--- config.mk ---
export PLATFORM = sky130hd
export DESIGN_NAME = ansi_sgr_queue
export DESIGN_NICKNAME = d
export VERILOG_FILES = /design/src/hw/rtl/ansi_sgr_pkg.sv /design/src/hw/rtl/ansi_sgr_queue.sv
export SDC_FILE = /design/constraint.sdc
export NUM_CORES = 1
export LEC_CHECK = 0
export ABC_AREA = 1
export BUFFER_PORTS_ARGS = -buffer_cell sky130_fd_sc_hd__buf_2
export CORE_MARGIN = 1.5
export CORE_UTILIZATION = 36
export CTS_BUF_LIST = sky130_fd_sc_hd__clkbuf_2
export DETAILED_ROUTE_END_ITERATION = 7
export GPL_TIMING_DRIVEN = 0
export PLACE_DENSITY = 0.69
export SYNTH_ARGS = -nofsm -noshare
export SYNTH_HDL_FRONTEND = slang
export SYNTH_SLANG_ARGS = --single-unit
export TNS_END_PERCENT = 100
--- constraint.sdc ---
create_clock -name clk -period 23.4 [get_ports clk]
set_input_delay 2.34 -clock clk [delete_from_list [all_inputs] [get_ports clk]]
set_output_delay 2.34 -clock clk [all_outputs]
set_load 0.01 [all_outputs]
--- src/hw/rtl/ansi_sgr_pkg.sv ---
// Package for the ANSI SGR escape encoder: word types, command codes,
// character constants and the decimal helpers used by the front end.
// Depends on nothing.
`default_nettype none

package ansi_sgr_pkg;

	localparam int SLOTS       = 19;
	localparam int DIGITS      = 10;
	localparam int QUEUE_DEPTH = 2;

	localparam logic [2:0] CMD_TRUE_FG = 3'd0;
	localparam logic [2:0] CMD_TRUE_BG = 3'd1;
	localparam logic [2:0] CMD_PAL_FG  = 3'd2;
	localparam logic [2:0] CMD_PAL_BG  = 3'd3;
	localparam logic [2:0] CMD_RESET   = 3'd4;
	localparam logic [2:0] CMD_REPEAT  = 3'd5;

	localparam logic [7:0] CH_ESC   = 8'h1b;
	localparam logic [7:0] CH_LBR   = 8'h5b;
	localparam logic [7:0] CH_SEMI  = 8'h3b;
	localparam logic [7:0] CH_ZERO  = 8'h30;
	localparam logic [7:0] CH_TWO   = 8'h32;
	localparam logic [7:0] CH_THREE = 8'h33;
	localparam logic [7:0] CH_FOUR  = 8'h34;
	localparam logic [7:0] CH_FIVE  = 8'h35;
	localparam logic [7:0] CH_EIGHT = 8'h38;
	localparam logic [7:0] CH_M     = 8'h6d;
	localparam logic [7:0] CH_B     = 8'h62;

	typedef struct packed {
		logic [2:0]  cmd;
		logic [7:0]  red;
		logic [7:0]  green;
		logic [7:0]  blue;
		logic [7:0]  palette_index;
		logic [31:0] repeat_count;
	} cmd_word_t;

	typedef struct packed {
		logic [7:0] out_byte;
		logic       last_byte;
	} byte_word_t;

	typedef logic [SLOTS-1:0][7:0] slot_bytes_t;
	typedef logic [SLOTS-1:0]      slot_mask_t;

	// fixed slot layout; mask marks the slots that are sent
	typedef struct packed {
		slot_bytes_t bytes;
		slot_mask_t  mask;
	} seq_t;

	typedef struct packed {
		logic push;
		seq_t entry;
	} q_wr_t;

	// 8-bit binary to three BCD digits (shift-and-add-3)
	function automatic logic [11:0] bcd8(input logic [7:0] v);
		logic [19:0] s;
		s = {12'd0, v};
		for (int i = 0; i < 8; i++) begin
			for (int j = 0; j < 3; j++) begin
				if (s[8+4*j +: 4] >= 4'd5)
					s[8+4*j +: 4] = s[8+4*j +: 4] + 4'd3;
			end
			s = {s[18:0], 1'b0};
		end
		return s[19:8];
	endfunction

	function automatic logic [35:0] pow10(input logic [3:0] k);
		logic [35:0] p;
		case (k)
			4'd0:    p = 36'd1;
			4'd1:    p = 36'd10;
			4'd2:    p = 36'd100;
			4'd3:    p = 36'd1000;
			4'd4:    p = 36'd10000;
			4'd5:    p = 36'd100000;
			4'd6:    p = 36'd1000000;
			4'd7:    p = 36'd10000000;
			4'd8:    p = 36'd100000000;
			4'd9:    p = 36'd1000000000;
			default: p = 36'd0;
		endcase
		return p;
	endfunction

	function automatic logic [7:0] digit_char(input logic [3:0] d);
		return CH_ZERO + {4'd0, d};
	endfunction

endpackage

`default_nettype wire

--- src/hw/rtl/ansi_sgr_queue.sv ---
// Short register queue of slot sequences between front and back end.
// Uses ansi_sgr_pkg.
`default_nettype none

module ansi_sgr_queue #(
	parameter int DEPTH = ansi_sgr_pkg::QUEUE_DEPTH
) (
	input  wire logic                 clk,
	input  wire logic                 arst_n,
	input  ansi_sgr_pkg::q_wr_t       q_wr,
	input  wire logic                 pop,
	output logic                      full,
	output logic                      empty,
	output ansi_sgr_pkg::seq_t        head
);

	localparam int IW = (DEPTH > 1) ? $clog2(DEPTH) : 1;
	localparam int CW = $clog2(DEPTH + 1);

	ansi_sgr_pkg::seq_t mem_q [DEPTH];
	logic [IW-1:0]      wr_ptr_q;
	logic [IW-1:0]      rd_ptr_q;
	logic [CW-1:0]      cnt_q;
	logic               do_push;
	logic               do_pop;

	assign full    = cnt_q == CW'(DEPTH);
	assign empty   = cnt_q == '0;
	assign head    = mem_q[rd_ptr_q];
	assign do_push = q_wr.push && !full;
	assign do_pop  = pop && !empty;

	always_ff @(posedge clk or negedge arst_n) begin
		if (!arst_n) begin
			wr_ptr_q <= '0;
			rd_ptr_q <= '0;
			cnt_q    <= '0;
		end else begin
			if (do_push)
				wr_ptr_q <= (wr_ptr_q == IW'(DEPTH - 1)) ? '0 : wr_ptr_q + 1'b1;
			if (do_pop)
				rd_ptr_q <= (rd_ptr_q == IW'(DEPTH - 1)) ? '0 : rd_ptr_q + 1'b1;
			if (do_push && !do_pop)
				cnt_q <= cnt_q + 1'b1;
			else if (do_pop && !do_push)
				cnt_q <= cnt_q - 1'b1;
		end
	end

	always_ff @(posedge clk) begin
		if (do_push)
			mem_q[wr_ptr_q] <= q_wr.entry;
	end

endmodule

`default_nettype wire

==> flow_summary_export.csv, run 1 <==
group,metric,value,unit
outcome,status,"finished, final reports clean",
timing,rsz0062_at_grt,"false",
clocking,cts_sinks,346,
global_route,grt_overflow,0,
drt,vias,8328,
synthesis,synth-compound-area-share,0.000793,
synthesis,synth_mux_area_frac,0,
synthesis,syn-instance-count,924,
drt,first_iter_violations,272,
critical_path,r2r_end,"mem_q[0][133]$_DFFE_PP_",
worst_hold_path,hold_class,"flip-flop to flip-flop",
timing,finalCritPeriodShare,0.209,
power_and_ir_drop,power,1.99,mW
floorplan,core-area,34500,sq um
finish,drive_above_1_share,0.366,
drt,dr.pass1.iters,4,
floorplan,floorplan.initialDensity,0.365,
synthesis,ys_seq_area_frac,0.822,
synthesis,synthDistinctLibCells,15,
clocking,clkTransAtPathRegs,0.10,ns
synthesis,synth-simple-area-share,0.158,
synthesis,yosys.area.top_type,"edfxtp_1",
critical_path,path_class,"flip-flop to primary output",
finish,nNetsFinal,1546,
clocking,clockRootBuffer,"clkbuf_2",
synthesis,synthXorXnorAreaFrac,0.000694,
timing,fmax,204,MHz
synthesis,yosysTopAreaCellShare,0.814,
timing,whs,0.510,ns
drt,antenna_left,0,
power_and_ir_drop,peakVddDrop,0.0749,mV
timing,finalHoldViolCount,0,
global_route,track_usage,0.162,
synthesis,yosys_warnings,0,
timing,setup_slack,18.50,ns
critical_path,worst_setup_path_end_kind,"primary output",
clocking,numCtsBuffers,89,
placement,port_buffers,347,
synthesis,ys_ff_latch,346,
synthesis,synth.cell_area,12600,sq um
placement,dp.cells,1734,
timing,clock_skew,0.0767,ns
critical_path,cp_slowest_stage_delay,0.39,ns
worst_hold_path,hold_end,"wr_ptr_q$_DFFE_PN0P_",
floorplan,die_h,190,microns
clocking,cts_setup_buffers,0,
synthesis,synth_top_family_by_area,"simple AND/OR/NAND/NOR gates",
drt,routed_wl,29600,microns
critical_path,rr_startpoint,"cnt_q[1]$_DFFE_PN0P_",
synthesis,synth_fa_ha_area_frac,0.000991,
drt,drt-wirelength-per-cell,15.7,microns
timing,setup_tns,0,ns
timing,setup_violations,0,
clocking,clockBufferDepth,3,
critical_path,path_max_fanout,10,
synthesis,ys_top_cells_by_area,"edfxtp_1 (81%), nand2_1 (16%), dfrtp_1 (0.79%)",
power_and_ir_drop,powerDensity,124,nW/um^2
global_route,antenna_found_initial,5,
critical_path,ff2ff_path_depth,6,
finish,final_cells,1890,
clocking,clk_latency,0.94,ns
clocking,h-tree-depth,3,
critical_path,reg2reg_setup_slack,21.08,ns
floorplan,die_width,190,microns
timing,tightest_slew,0.677,ns
clocking,cts_tree,"done",
clocking,cts_resized,0,
critical_path,crit_top_cell,"buf_2",
drt,avgViaCountPerCell,4.41,
floorplan,rows,68,
critical_path,crit_chain,"inv_2 -> buf_2 -> buf_2 -> nand2_1 -> nand2_1 -> buf_2",
placement,hpwl,20300,microns
timing,min_period,4.90,ns
critical_path,cp_slowest_cell,"dfrtp_1",
critical_path,worstPathArrival,2.56,ns
finish,area_growth,27.0,%
critical_path,start_kind,"flip-flop",
floorplan,io-pin-count,348,
global_route,grt_first_pass_wirelength,44000,microns
synthesis,syn_nets,1100,
clocking,cts_hold_repair.buffers,0,
worst_hold_path,holdCritStartpoint,"wr_ptr_q$_DFFE_PN0P_",
finish,fill_cells,3179,
worst_hold_path,worstHoldPathCells,2,
placement,gp_congestion,0.761,
timing,slew_headroom,0.549,
finish,utilization,0.464,
synthesis,avgSynthCellArea,13.7,sq um
critical_path,required,21.06,ns
global_route,grt_pass1_vias,8462,
floorplan,die-area,36200,sq um
drt,drc_errors,0,
timing,slew_viol_final,0,
power_and_ir_drop,leakage,7.09,nW
placement,place_area,15100,sq um
global_route,grt_max_degree,87,
placement,place_ws,19.17,ns
finish,design_area,16000,sq um
job,maxCapViolCount,0,
-- logic make-up after synthesis --
kind of cell	Yosys count
AO/OA/AOI/OAI	2
adder cells (fa/ha/maj)	1
AND/OR/NAND/NOR	529
flip-flops	346
buffers and inverters	45
XOR/XNOR	1
-- worst max-delay path by stage --
| stage | endpoint | cells after the start | slack (ns) | startpoint |
|---|---|---|---|---|
| 6_report | head[95] | 6 | 18.50 | rd_ptr_q$_DFFE_PN0P_ |
| 3_3_place_gp | mem_q[1][28]$_DFFE_PP_ | 3 | 8.98 | q_wr[171] |
| 3_5_place_dp | mem_q[0][149]$_DFFE_PP_ | 6 | 19.17 | q_wr[171] |
| 2_1_floorplan | mem_q[1][0]$_DFFE_PP_ | 2 | 13.16 | q_wr[171] |
| 5_1_grt | head[91] | 6 | 18.17 | rd_ptr_q$_DFFE_PN0P_ |
| 4_1_cts | head[95] | 6 | 18.20 | rd_ptr_q$_DFFE_PN0P_ |
-- cell type report --
type | instances | area, sq um | share of cell area
Antenna cell | 1 | 2.50 | 0.000156
Buffer | 37 | 196 | 0.0123
Clock buffer | 130 | 651 | 0.0406
Clock inverter | 25 | 233 | 0.0145
Inverter | 8 | 37.5 | 0.00234
Multi-Input combinational cell | 533 | 2030 | 0.127
Sequential cell | 346 | 10400 | 0.647
Tap cell | 455 | 569 | 0.0355
Timing Repair Buffer | 355 | 1930 | 0.121
-- cell usage in the layout, fill, tap and decap left out --
cell type     n
buf_12        3
buf_16        5
buf_2       366
buf_4         9
bufinv_16     5
clkbuf_1      9
clkbuf_2    130
clkinv_1     16
clkinv_2      3
clkinvlp_4    1
dfrtp_1       4
diode_2       1
edfxtp_1    342
ha_1          1
inv_1         6
inv_2         1
inv_8         1
nand2_1     522
nand3_1       1
nand3b_1      1
nand4_1       1
nor2_1        3
nor2_4        1
o21ai_0       2
xnor2_1       1
-- state kept, by name (all words and copies together), names as in the netlist --
| name | cells |
|---|---|
| cnt_q | 2 |
| wr_ptr_q | 1 |
| rd_ptr_q | 1 |
| mem_q | 342 |
-- Yosys cell counts --
master / number
o21ai_0: 2
inv_2: 1
buf_2: 19
nand4_1: 1
buf_4: 9
inv_1: 7
nand3_1: 1
nor2_1: 4
ha_1: 1
nand2_1: 522
clkbuf_1: 9
nand3b_1: 1
dfrtp_1: 4
xnor2_1: 1
edfxtp_1: 342
-- routing by layer --
| metal | GRT usage | routed length [microns] | vias to the layer above | part of all wire |
|---|---|---|---|---|
| li1 | - | - | 4081 | - |
| met1 | 0.177 | 11400 | 3825 | 0.38 |
| met2 | 0.270 | 14200 | 353 | 0.48 |
| met3 | 0.0712 | 3270 | 61 | 0.11 |
| met4 | 0.0757 | 772 | 8 | 0.026 |
| met5 | 0 | 59 | - | 0.0020 |
-- power by group --
group | total [mW] | switching, mW | internal (mW)
Clock | 0.436 | 0.233 | 0.203
Combinational | 0.685 | 0.457 | 0.227
Sequential | 0.872 | 0.0300 | 0.842
Total | 1.99 | 0.721 | 1.27
-- worst max-delay path: cells and delay by family (launching register included) --
family | cells | cell delay, ns
buf+inv | 4 | 1.03
flops | 1 | 0.39
simple gates | 2 | 0.19
(Power assumes the default switching activity.)
==> inputs of run 2 (changes only) <==
ABC_AREA = 0   (was 1)
PLACE_DENSITY = 0.71   (was 0.69)
clock period = 4.3 ns   (was 23.4 ns; I/O delays follow)
==> run 2 against run 1 <==
  * Wire length shrank 1.1%
  * Cell count shrank 10%
  * Register-to-register slack lost 19 ns
  * Combinational power grew to 5.5 times the previous value
  * Count of clock-buffer cells in the layout shrank 8
  * Critical path type unchanged
  * Highest routed layer is now met4
==> flow_summary_export.csv, run 2 <==
group,metric,value,unit
critical_path,reg2reg_setup_slack,1.90,ns
clocking,cts_sinks,346,
floorplan,die_width,192,microns
timing,setup_violations,0,
synthesis,synth_ff_type,"edfxtp_1",
finish,multi_input_area,2330,sq um
power_and_ir_drop,peakVddDrop,0.473,mV
finish,fill_cells,2846,
floorplan,core-area,35300,sq um
timing,clock_skew,0.0645,ns
finish,layout_commonest_cell,"buf_2",
global_route,grt_overflow,0,
finish,design_area,17900,sq um
placement,port_buffers,347,
synthesis,synthXorXnorAreaFrac,0.00341,
floorplan,io-pin-count,348,
synthesis,syn-instance-count,551,
drt,route.met3.wl,2550,microns
critical_path,path_max_fanout,10,
synthesis,yosys.area.top_type,"edfxtp_1",
synthesis,synth_common_cells,"edfxtp_1 (342), mux2_2 (91), mux2_4 (80)",
clocking,clk_latency,0.92,ns
drt,routedLengthMet1,11000,microns
floorplan,die-area,36800,sq um
finish,area_growth,39.2,%
synthesis,synth-compound-area-share,0.000389,
timing,finalCritPeriodShare,0.641,
drt,first_iter_violations,278,
critical_path,path_class,"flip-flop to primary output",
timing,rsz0062_at_grt,"false",
critical_path,start_kind,"flip-flop",
synthesis,ys_seq_area_frac,0.807,
floorplan,die_h,192,microns
critical_path,cp_slowest_stage_delay,0.35,ns
finish,utilization,0.507,
critical_path,required,3.87,ns
synthesis,avgSynthCellArea,23.3,sq um
drt,wl_met2,15000,microns
clocking,cts_tree,"done",
finish,drive_above_1_share,0.552,
synthesis,synth_fa_ha_area_frac,0.000974,
drt,drt-wirelength-per-cell,17.3,microns
clocking,numCtsBuffers,88,
finish,nNetsFinal,1347,
drt,highest_layer,"met4",
finish,largest_reg_flops,342,
worst_hold_path,hold_class,"input port to flip-flop",
clocking,cts_setup_buffers,0,
clocking,h-tree-depth,3,
power_and_ir_drop,powerDensity,600,nW/um^2
drt,antenna_left,0,
placement,hpwl,17600,microns
timing,fmax,363,MHz
finish,final_cell_mix,"buf_2 (356), edfxtp_1 (342), dlygate4sd3_1 (175)",
synthesis,synth-edff-count,342,
critical_path,crit_chain,"buf_6 -> buf_6 -> buf_6 -> mux2_4 -> buf_2",
clocking,clockBufferDepth,3,
power_and_ir_drop,leakage,7.15,nW
power_and_ir_drop,power,10.7,mW
drt,drc_errors,0,
critical_path,worstPathArrival,2.32,ns
timing,slew_headroom,0.474,
drt,dr.pass1.iters,4,
floorplan,rows,69,
synthesis,yosys.cell_count.top_type,"edfxtp_1",
drt,routed_wl,29300,microns
finish,final-seq-area,10400,sq um
global_route,track_usage,0.156,
critical_path,cp_slowest_cell,"dfrtp_1",
timing,slew_viol_final,0,
global_route,antenna_found_initial,1,
global_route,grt_first_pass_wirelength,43000,microns
global_route,grt_max_degree,64,
critical_path,worst_setup_path_end_kind,"primary output",
clocking,clkTransAtPathRegs,0.10,ns
finish,reg_top3,"mem_q (342), cnt_q (2)",
job,maxCapViolCount,0,
drt,vias,7531,
synthesis,yosys_warnings,0,
synthesis,synthDistinctLibCells,15,
global_route,grt_pass1_vias,8143,
synthesis,async_flop_share,0.0116,
synthesis,synth_top_family_by_area,"multiplexers",
synthesis,synth.cell_area,12800,sq um
finish,largest_register,"mem_q",
floorplan,floorplan.initialDensity,0.364,
outcome,status,"finished, final reports clean",
synthesis,synth_mux_area_frac,0.173,
synthesis,ys_top_cells_by_area,"edfxtp_1 (80%), mux2_4 (9.3%), mux2_2 (8.0%)",
critical_path,crit_top_cell,"buf_6",
placement,gp_congestion,0.742,
synthesis,yosysTopAreaCellShare,0.799,
clocking,clockRootBuffer,"clkbuf_2",
synthesis,syn_nets,727,
timing,finalHoldViolCount,0,
drt,avgViaCountPerCell,4.45,
synthesis,synth-simple-area-share,0.00214,
synthesis,ys_ff_latch,346,
timing,min_period,2.76,ns
timing,tightest_slew,0.788,ns
placement,place_area,15400,sq um
[run 2: cell types whose count changed after synthesis, moves of 9 or more]
cell / delta
mux2_4: +80
buf_2: -10
buf_6: +10
mux2_2: +91
nand2_1: -521
buf_4: -9
clkbuf_1: -9
[run 2: per-stage QoR]
| stage | hold WS, ns | setup slack, ns | setup TNS [ns] | std cells |
|---|---|---|---|---|
| floorplan | 0.134 | 0.667 | 0 | 551 |
| global placement | 0.240 | -0.884 | -153.45 | 1359 |
| detailed placement | 0.240 | 1.94 | 0 | 1367 |
| CTS | 0.0204 | 1.32 | 0 | 1690 |
| global route | 0.0327 | 1.31 | 0 | 1692 |
| finish | 0.210 | 1.55 | 0 | 1693 |
[run 2: logic make-up (layout without fill, tap and decap cells)]
logic type	count (synthesis)	after routing
adder cells (fa/ha/maj)	1	1
XOR/XNOR	5	5
buffers and inverters	21	699
other	0	3
AND/OR/NAND/NOR	6	6
AO/OA/AOI/OAI	1	1
multiplexers	171	171
flip-flops	346	346
[run 2: worst paths after layout]
kind,cells past startpoint,start,endpoint
min in group asynchronous,3,arst_n,wr_ptr_q$_DFFE_PN0P_
worst max register to register,6,cnt_q[0]$_DFFE_PN0P_,mem_q[0][69]$_DFFE_PP_
worst min-delay path,2,q_wr[136],mem_q[0][136]$_DFFE_PP_
worst max-delay path,5,rd_ptr_q$_DFFE_PN0P_,head[82]
worst min register to register,1,cnt_q[1]$_DFFE_PN0P_,cnt_q[1]$_DFFE_PN0P_
max in group asynchronous,3,arst_n,cnt_q[0]$_DFFE_PN0P_
[run 2: layout make-up]
cell class,count,share of cell area
tap,461,0.0323
multi-input combinational,184,0.130
clock buffer,122,0.0341
buffer,19,0.00881
clock inverter,26,0.00874
timing repair buffer,530,0.205
antenna,3,0.000420
sequential,346,0.580
inverter,2,0.000420
[run 2: repair_timing]
action,CTS,global route
endpoints found under the hold margin,365,0
resized for setup,0,0
hold buffers,175,0
[run 2: layer usage]
metal,GRT usage,vias up
li1,-,3497
met1,0.164,3639
met2,0.273,343
met3,0.0570,52
met4,0.0760,0
met5,0,-
[run 2: power breakdown]
part	switching [mW]	total, mW	internal, mW	leakage, nW
Clock	1.29	2.16	0.879	0.590
Sequential	0.177	4.77	4.59	3.22
Combinational	1.94	3.80	1.86	3.34
[run 2: critical path, delay by kind of cell (launching register included)]
| kind | cells | cell delay (ns) |
|---|---|---|
| flops | 1 | 0.35 |
| buf+inv | 4 | 0.76 |
| mux | 1 | 0.32 |
==> inputs of run 3 (changes only) <==
clock period = 2.5 ns   (was 4.3 ns; I/O delays follow)
==> run 3 against run 2 <==
  * The flow now stops in clock tree synthesis (4_1_cts)
  * Synthesized area stayed put
  * Synthesized cell count unchanged
==> flow_summary_export.csv, run 3 <==
group,metric,value,unit
synthesis,ys_top_cells_by_area,"edfxtp_1 (80%), mux2_4 (9.3%), mux2_2 (8.0%)",
placement,place_ws,0.0730,ns
placement,place_area,15400,sq um
clocking,cts_hold_repair.buffers,306,
clocking,h-tree-depth,3,
synthesis,synth_mux_area_frac,0.173,
synthesis,synthXorXnorAreaFrac,0.00341,
floorplan,die_h,192,microns
synthesis,synth-simple-area-share,0.00214,
synthesis,yosysTopAreaCellShare,0.799,
synthesis,syn_nets,727,
clocking,cts_sinks,346,
synthesis,ys_ff_latch,346,
outcome,status,"did not finish",
floorplan,rows,69,
floorplan,floorplan.initialDensity,0.364,
floorplan,io-pin-count,348,
synthesis,yosys.area.top_type,"edfxtp_1",
synthesis,yosys.cell_count.top_type,"edfxtp_1",
outcome,failed_stage,"clock tree synthesis (4_1_cts)",
synthesis,synth_fa_ha_area_frac,0.000974,
clocking,clockRootBuffer,"clkbuf_2",
outcome,firstError,"[ERROR RSZ-0060] Max buffer count reached.",
synthesis,ys_seq_area_frac,0.807,
synthesis,syn-instance-count,551,
synthesis,synth.cell_area,12800,sq um
synthesis,synth_ff_type,"edfxtp_1",
placement,hpwl,17500,microns
clocking,clockBufferDepth,3,
synthesis,synth-edff-count,342,
clocking,cts_resized,36,
synthesis,synth_common_cells,"edfxtp_1 (342), mux2_2 (91), mux2_4 (80)",
floorplan,die_width,192,microns
synthesis,avgSynthCellArea,23.3,sq um
synthesis,synth_top_family_by_area,"multiplexers",
synthesis,synthDistinctLibCells,15,
clocking,cts_setup_buffers,2,
synthesis,yosys_warnings,0,
synthesis,synth-compound-area-share,0.000389,
placement,port_buffers,347,
placement,gp_congestion,0.689,
synthesis,async_flop_share,0.0116,
clocking,numCtsBuffers,89,
==> run 3: logic make-up after synthesis <==
group | count (synthesis)
flops | 346
buf+inv | 21
mux | 171
fa+ha+maj | 1
compound gates | 1
simple gates | 6
xor+xnor | 5
==> run 3: stage by stage <==
step                setup TNS [ns]  std cells
floorplan                  -290.01        551
detailed placement               0       1369
global placement           -764.79       1359
==> inputs of run 4 (changes only) <==
CORE_UTILIZATION = 21   (was 36)
CTS_BUF_LIST = default   (was sky130_fd_sc_hd__clkbuf_2)
PLACE_DENSITY = default   (was 0.71)
PLACE_DENSITY_LB_ADDON = 0.15   (was default)
clock period = 3.2 ns   (was 2.5 ns; I/O delays follow)
==> run 4 against run 3 <==
  * The run now ends clean
==> flow_summary_export.csv, run 4 (same netlist as run 2, synthesis figures left out) <==
group,metric,value,unit
outcome,status,"finished, final reports clean",
finish,final-seq-area,10400,sq um
critical_path,r2r_end,"mem_q[0][132]$_DFFE_PP_",
worst_hold_path,hold_class,"input port to flip-flop",
finish,largest_reg_flops,342,
drt,first_iter_violations,285,
floorplan,rows,90,
floorplan,core-area,60500,sq um
timing,clock_skew,0.0190,ns
clocking,numCtsBuffers,43,
critical_path,path_class,"flip-flop to primary output",
finish,final_cell_mix,"buf_2 (356), edfxtp_1 (342), dlygate4sd3_1 (172)",
global_route,grt_first_pass_wirelength,47200,microns
finish,nNetsFinal,1302,
power_and_ir_drop,leakage,7.29,nW
timing,min_period,2.36,ns
floorplan,die_width,250,microns
finish,largest_register,"mem_q",
power_and_ir_drop,power,16.6,mW
clocking,clk_latency,0.55,ns
floorplan,floorplan.initialDensity,0.212,
critical_path,required,2.88,ns
timing,setup_violations,0,
finish,reg_top3,"mem_q (342), cnt_q (2)",
timing,finalHoldViolCount,0,
finish,area_growth,47.8,%
critical_path,ff2ff_path_depth,5,
clocking,clkTransAtPathRegs,0.06,ns
global_route,track_usage,0.0999,
drt,routed_wl,31600,microns
placement,gp_congestion,0.667,
drt,drc_errors,0,
placement,hpwl,21300,microns
global_route,grt_overflow,0,
timing,slew_viol_final,0,
floorplan,io-pin-count,348,
finish,layout_commonest_cell,"buf_2",
floorplan,die_h,250,microns
timing,rsz0062_at_grt,"false",
finish,multi_input_area,2340,sq um
placement,port_buffers,347,
critical_path,worstPathArrival,2.04,ns
placement,dp.cells,1691,
job,maxCapViolCount,0,
critical_path,rr_startpoint,"cnt_q[0]$_DFFE_PN0P_",
global_route,antenna_found_initial,4,
critical_path,reg2reg_setup_slack,1.07,ns
clocking,clockBufferDepth,3,
power_and_ir_drop,peakVddDrop,0.388,mV
critical_path,path_max_fanout,10,
drt,dr.pass1.iters,4,
timing,tightest_slew,0.788,ns
timing,fmax,425,MHz
power_and_ir_drop,powerDensity,873,nW/um^2
critical_path,worst_setup_path_end_kind,"primary output",
drt,vias,7144,
floorplan,die-area,62700,sq um
timing,finalCritPeriodShare,0.736,
drt,antenna_left,0,
clocking,cts_resized,0,
critical_path,start_kind,"flip-flop",
global_route,grt_max_degree,42,
worst_hold_path,holdCritStartpoint,"q_wr[171]",
drt,avgViaCountPerCell,3.68,
clocking,cts_sinks,346,
drt,drt-wirelength-per-cell,16.3,microns
finish,fill_cells,5960,
clocking,clockRootBuffer,"clkbuf_16",
clocking,cts_tree,"done",
finish,final_cells,1943,
clocking,h-tree-depth,2,
worst_hold_path,worstHoldPathCells,3,
timing,slew_headroom,0.474,
worst_hold_path,hold_end,"wr_ptr_q$_DFFE_PN0P_",
global_route,grt_pass1_vias,7920,
finish,drive_above_1_share,0.529,
[run 4: worst max path at each step]
stage	start	end	slack [ns]
floorplan	cnt_q[0]$_DFFE_PN0P_	mem_q[0][0]$_DFFE_PP_	-0.37
global placement	cnt_q[0]$_DFFE_PN0P_	mem_q[0][135]$_DFFE_PP_	-2.55
detailed placement	cnt_q[0]$_DFFE_PN0P_	mem_q[0][135]$_DFFE_PP_	0.99
CTS	rd_ptr_q$_DFFE_PN0P_	head[11]	0.73
global route	rd_ptr_q$_DFFE_PN0P_	head[11]	0.71
finish	rd_ptr_q$_DFFE_PN0P_	head[11]	0.84
[run 4: where the power goes]
group / total (mW) / internal, mW / switching [mW] / leakage [nW]
combinational: 5.31 / 2.56 / 2.75 / 3.37
clock: 4.88 / 3.01 / 1.87 / 0.701
sequential: 6.39 / 6.18 / 0.207 / 3.22
total: 16.6 / 11.7 / 4.83 / 7.29
[run 4: cell type report]
type / instances / area share
sequential: 346 / 0.546
timing repair buffer: 530 / 0.195
multi-input combinational: 184 / 0.123
clock buffer: 54 / 0.0600
tap: 782 / 0.0515
clock inverter: 25 / 0.0150
buffer: 19 / 0.00830
inverter: 2 / 0.000395
antenna: 1 / 0.000132
[run 4: per-layer routing]
metal	vias up	GRT usage	wire length (microns)
li1	3366	-	-
met3	47	0.0396	2430
met2	211	0.170	15700
met5	-	0	22
met1	3514	0.114	12700
met4	6	0.0319	729
[run 4: worst max-delay path, stage by stage (launching register included)]
cell,delay [ns]
dfrtp_1,0.33
buf_6,0.16
buf_2,0.36
mux2_2,0.45
buf_2,0.17
[run 4: timing repair]
item	CTS	global route
endpoints found under the hold margin	346	0
setup endpoints to repair	0	0
hold buffers	172	0
setup buffers	0	0
[run 4: metrics by stage]
stage | hold slack, ns | setup WS, ns | utilization | setup TNS (ns) | area, sq um
finish | 0.0656 | 0.845 | 0.314 | 0 | 19000
global route | 0.0233 | 0.707 | 0.314 | 0 | 19000
CTS | 0.0114 | 0.726 | 0.314 | 0 | 19000
detailed placement | 0.140 | 0.987 | 0.262 | 0 | 15800
global placement | 0.137 | -2.55 | 0.258 | -721.84 | 15600
floorplan | 0.0244 | -0.368 | - | -62.94 | 12900
